`src/tmsr_ram.sv`:
```
// generic single-write, single-read ram with registered read data
module tmsr_ram #(
  parameter int WIDTH = 8,
  parameter int DEPTH = 256
) (
  input  logic                     clk_i,
  input  logic                     we_i,
  input  logic [$clog2(DEPTH)-1:0] waddr_i,
  input  logic [WIDTH-1:0]         wdata_i,
  input  logic                     re_i,
  input  logic [$clog2(DEPTH)-1:0] raddr_i,
  output logic [WIDTH-1:0]         rdata_o
);

  logic [WIDTH-1:0] mem_q [DEPTH];
  logic [WIDTH-1:0] rdata_q;

  // write port
  always_ff @(posedge clk_i) begin
    if (we_i) begin
      mem_q[waddr_i] <= wdata_i;
    end
  end

  // registered read port
  always_ff @(posedge clk_i) begin
    if (re_i) begin
      rdata_q <= mem_q[raddr_i];
    end
  end

  assign rdata_o = rdata_q;

endmodule

```
`config.mk`:
```
export PLATFORM = sky130hd
export DESIGN_NAME = tmsr_ram
export DESIGN_NICKNAME = d
export VERILOG_FILES = /design/src/tmsr_ram.sv
export SDC_FILE = /design/constraint.sdc
export NUM_CORES = 2
export LEC_CHECK = 0
export BUFFER_PORTS_ARGS = -buffer_cell sky130_fd_sc_hd__buf_4
export CAP_MARGIN = 10
export CORE_ASPECT_RATIO = 0.8
export CORE_UTILIZATION = 59
export CTS_BUF_LIST = sky130_fd_sc_hd__clkbuf_2
export CTS_CLUSTER_SIZE = 10
export DETAILED_ROUTE_END_ITERATION = 10
export PLACE_DENSITY = 0.78
export SETUP_SLACK_MARGIN = 0.5
export SLEW_MARGIN = 20
export SYNTH_ARGS = -nofsm -noshare
export SYNTH_HDL_FRONTEND = slang
export SYNTH_SLANG_ARGS = --single-unit
```
`constraint.sdc`:
```
create_clock -name clk_i -period 2.59 [get_ports clk_i]
set_input_delay 0.518 -clock clk_i [delete_from_list [all_inputs] [get_ports clk_i]]
set_output_delay 0.518 -clock clk_i [all_outputs]
set_load 0.01 [all_outputs]
```
* Yosys cells after proc, flatten, opt, wreduce, memory -nomap -nowiden
Memories as Yosys holds them, arrays and structs flattened. A register that Yosys moved wholly into a read port is not among the register bits.
Cells that the tools add are included.
** Word-level totals
- Output and inout bits :: 8
- Bits in writable memories :: 2048
- Word-level logic and storage cells :: 3
- Bits in registers :: 0
- Latch bits :: 0
- Memories kept :: 1
- Bits in read-only memories :: 0
** Operators by class
- $mul :: 0
- Shift operators :: 0
- Add/sub/neg operators :: 0
- Reductions and logical operators :: 0
- Bitwise logic cells :: 0
- $lt $le $gt $ge :: 0
- Multiplexer cells :: 2
- Div/mod/pow operators :: 0
- Equality and inequality tests :: 0
** Memories
- mem_q :: depth 256, width 8, rd ports 1, clocked after memory_dff 1, wr ports 1, RTL line 15 : logic [WIDTH-1:0] mem_q [DEPTH];
** Operators with widths (count)
- $mux W1 :: 2

* Depth between registers and ports, before layout
- Depth after elaboration :: 2
- Gate-level depth with buffers :: 11

* Least setup slack after synthesis
Ideal clock, no wire load.
- Path type :: input port to flip-flop
- Start :: input raddr_i[0]
- End :: register rdata_q[2] (netlist: rdata_o[2]) (read register of mem_q), data pin
- Path slack :: -4 ps
- Data arrival time :: 2325 ps
- Required time :: 2321 ps
- Setup time :: 269 ps
- Stages :: 9
- Path through :: buf_6 -> buf_12 -> buf_8 -> buf_2 -> mux4_2 -> a22oi_1 -> a21oi_1 -> nor4_1 -> nor4_2
** RTL lines
- from (decl) :: RTL line 11 : input logic [$clog2(DEPTH)-1:0] raddr_i,
- to (decl) :: RTL line 16 : logic [WIDTH-1:0] rdata_q;

* Worst setup path after layout
- Start :: register rdata_q[5] (netlist: rdata_o[5]) (read register of mem_q)
- End :: output rdata_o[5]
** RTL lines
- to (decl) :: RTL line 12 : output logic [WIDTH-1:0] rdata_o
No word-level cell between the ends.

==> out/metrics.yaml <==
run_status:
  outcome: "complete, but fails checks"
  violations: "setup timing"
grt:
  grt_pass1_vias: 44000
  grt_usage_pct: 30.3
  antenna_found_initial: 13
  overflow: 0
  grt_max_degree: 113
  grt_first_pass_wirelength_um: 294000
routing:
  first_pass_iters: 6
  ant_nets: 0
  via_per_inst: 6.48
  routed_wl_um: 203000
  initialDrtViolationCount: 6385
  remaining_drc_errors: 0
  num_vias: 43800
  detail_route.wl_per_cell_um: 30.0
final_layout:
  drive_gt1_share_pct: 40.0
  layout_commonest_cell: "edfxtp_1"
  fin_util_pct: 69.0
  nets: 4672
  fin_cells: 6770
  final_cell_mix: "edfxtp_1, clkbuf_2, buf_4"
  syn2layout_area_growth_pct: 16.1
sta:
  hold_slack_ns: 0.159
  slew_violations: 0
  period_needed_ns: 3.12
  timing.fmax_mhz: 321
  hold_viol: 0
  tightest_slew_ns: 1.21
  fin_worst_skew_ns: 0.152
  grt_setup_unrepaired: "true"
  fin_crit_sh_pct: 120
  setup_slack_ns: -0.529
  worst_slew_margin_rel_pct: 19.2
  setup_viol: 8
clock_tree:
  post_cts_buffers: 0
  htree_num_levels: 5
  cts_sinks: 2056
  cts_root_buf: "clkbuf_2"
  cts_buffer_depth: 4
  path_clk_slew_ns: 0.12
  cts_buffers: 467
  cts_tree: "yes"
  insertion_delay_ns: 1.85
synthesis:
  ys_seq_elements: 2056
  synth_ff_type: "edfxtp_1"
  async_reset_ff_share_pct: 0
  postSynthCellCount: 3733
  yosysUniqueCellTypes: 54
  synth-edff-count: 2056
  synthesis.area_per_instance_um2: 21.3
  yosysSeqAreaShare_pct: 77.5
  syn-cell-area_um2: 79600
  synth.net_count: 3760
  synth_warnings: 0
setup_path:
  crit_type: "reg -> out"
  start_kind: "flop"
  cp_top_family: "flip-flops"
  critPathCaptureType: "output port"
  critPathArrivalTime_ns: 2.60
  slowest_stage: "edfxtp_1"
  max_stage_delay_ns: 0.56
  cp_data_required_time_ns: 2.07
  worst-path-buf-inv: 1
  path_cells: "buf_6"
  crit_fanout: 1
floorplanning:
  start_util_pct: 59.5
  die_w_um: 413
  dieArea_um2: 136000
  rows: 120
  ios: 35
  core-area_um2: 134000
  die_h_um: 331
run:
  maxCapViolCount: 0
pwr:
  vdd_drop_max_uv: 527
  p_per_area_nw_per_um2: 659
  p_leak_nw: 30.4
place:
  gp_congestion: 0.926
  hpwl_um: 129000
  portBuffers: 34
  place_ws_ns: -1.07
  dp.cells: 5885
hold_path:
  hp-class: "in -> reg"
==> cells in the mapped netlist (3+ instances only) <==
| master | n | area (um^2) |
|---|---|---|
| a211oi_1 | 16 | 120 |
| a21oi_1 | 96 | 480 |
| a221oi_1 | 13 | 114 |
| a22o_1 | 8 | 70.1 |
| a22oi_1 | 133 | 998 |
| and2_1 | 6 | 37.5 |
| buf_1 | 22 | 82.6 |
| buf_12 | 8 | 160 |
| buf_2 | 31 | 155 |
| buf_4 | 27 | 203 |
| buf_6 | 21 | 236 |
| buf_8 | 13 | 195 |
| clkbuf_1 | 111 | 417 |
| edfxtp_1 | 2056 | 61700 |
| mux2i_1 | 134 | 1340 |
| mux4_2 | 454 | 10200 |
| nand2_1 | 33 | 124 |
| nand2b_1 | 8 | 50.1 |
| nand3_1 | 34 | 170 |
| nand4_1 | 10 | 62.6 |
| nor2_1 | 282 | 1060 |
| nor2b_1 | 31 | 194 |
| nor3_1 | 22 | 110 |
| nor4_1 | 24 | 150 |
| nor4_2 | 3 | 37.5 |
| o211ai_1 | 10 | 75.1 |
| o21ai_0 | 10 | 50.1 |
| o221ai_1 | 46 | 403 |
| o22a_1 | 5 | 43.8 |
| o22ai_1 | 28 | 175 |
| o32ai_1 | 4 | 35.0 |
| or2_2 | 4 | 25.0 |
==> flip-flops by register name, summed over array words and instances, names as in the netlist <==
name and count:
rdata_o 8, mem_q 2048
==> where the power goes <==
part	leakage (nW)	switching (mW)	internal, mW	total [mW]
Clock	3.19	12.3	7.71	20.0
Combinational	8.77	2.47	1.73	4.19
Sequential	18.5	0.0512	36.6	36.7
Total	30.4	14.8	46.1	60.9
==> metrics by stage <==
stage / cell area (um^2) / setup TNS, ns / power [mW]
detailed placement: 87000 / -7.43 / 41.3
floorplan: 80600 / 0 / 39.3
global placement: 87000 / -8.69 / 41.2
finish: 92500 / -3.49 / 60.9
CTS: 92200 / -4.52 / 60.9
global route: 92400 / -4.41 / 62.8
==> worst register-to-register path, stage by stage (launching register included) <==
cell       delay [ns]
edfxtp_1         0.37
mux4_2           0.51
mux4_2           0.53
nor2_2           0.14
a2111oi_2        0.07
buf_4            0.19
nor3_4           0.28
buf_6            0.17
nor4_2           0.04
==> routing by layer <==
metal	GRT usage, %	wire [um]
met4	10.9	6900
met2	44.5	92200
met1	44.1	74400
met3	8.72	29500
met5	0	38
==> cells by family after synthesis <==
| kind of cell | synth area share [%] |
|---|---|
| compound gates | 3.42 |
| simple gates | 2.63 |
| flops | 77.5 |
| buf+inv | 1.83 |
| mux | 14.6 |
==> final cells by class <==
type	instances	area, um^2
multi-input combinational	1442	17800
fill	8138	41500
sequential	2056	61700
timing repair buffer	676	6550
antenna	14	35.0
tap	1769	2210
clock buffer	699	3500
inverter	2	7.51
clock inverter	112	602
==> path summary, 6_finish.rpt <==
kind                           startpoint                 endpoint  slack [ns]  cells past startpoint
setup / recovery     rdata_o[5]$_DFFE_PP_               rdata_o[5]       -0.53                      1
hold / removal                 waddr_i[4]  mem_q[183][1]$_DFFE_PP_        0.16                      5
setup reg to reg  mem_q[143][2]$_DFFE_PP_     rdata_o[2]$_DFFE_PP_        0.07                      8
hold reg to reg    mem_q[33][5]$_DFFE_PP_     rdata_o[5]$_DFFE_PP_        1.09                      7
==> repair_timing <==
action                                  in CTS  in global routing
resized for setup                           71                 38
hold buffers                                62                  1
pin swaps                                   16                 10
endpoints found under the hold margin     4112                 23
endpoints found under the setup margin      16                126
No activity file was read; power rests on OpenSTA's default activity.
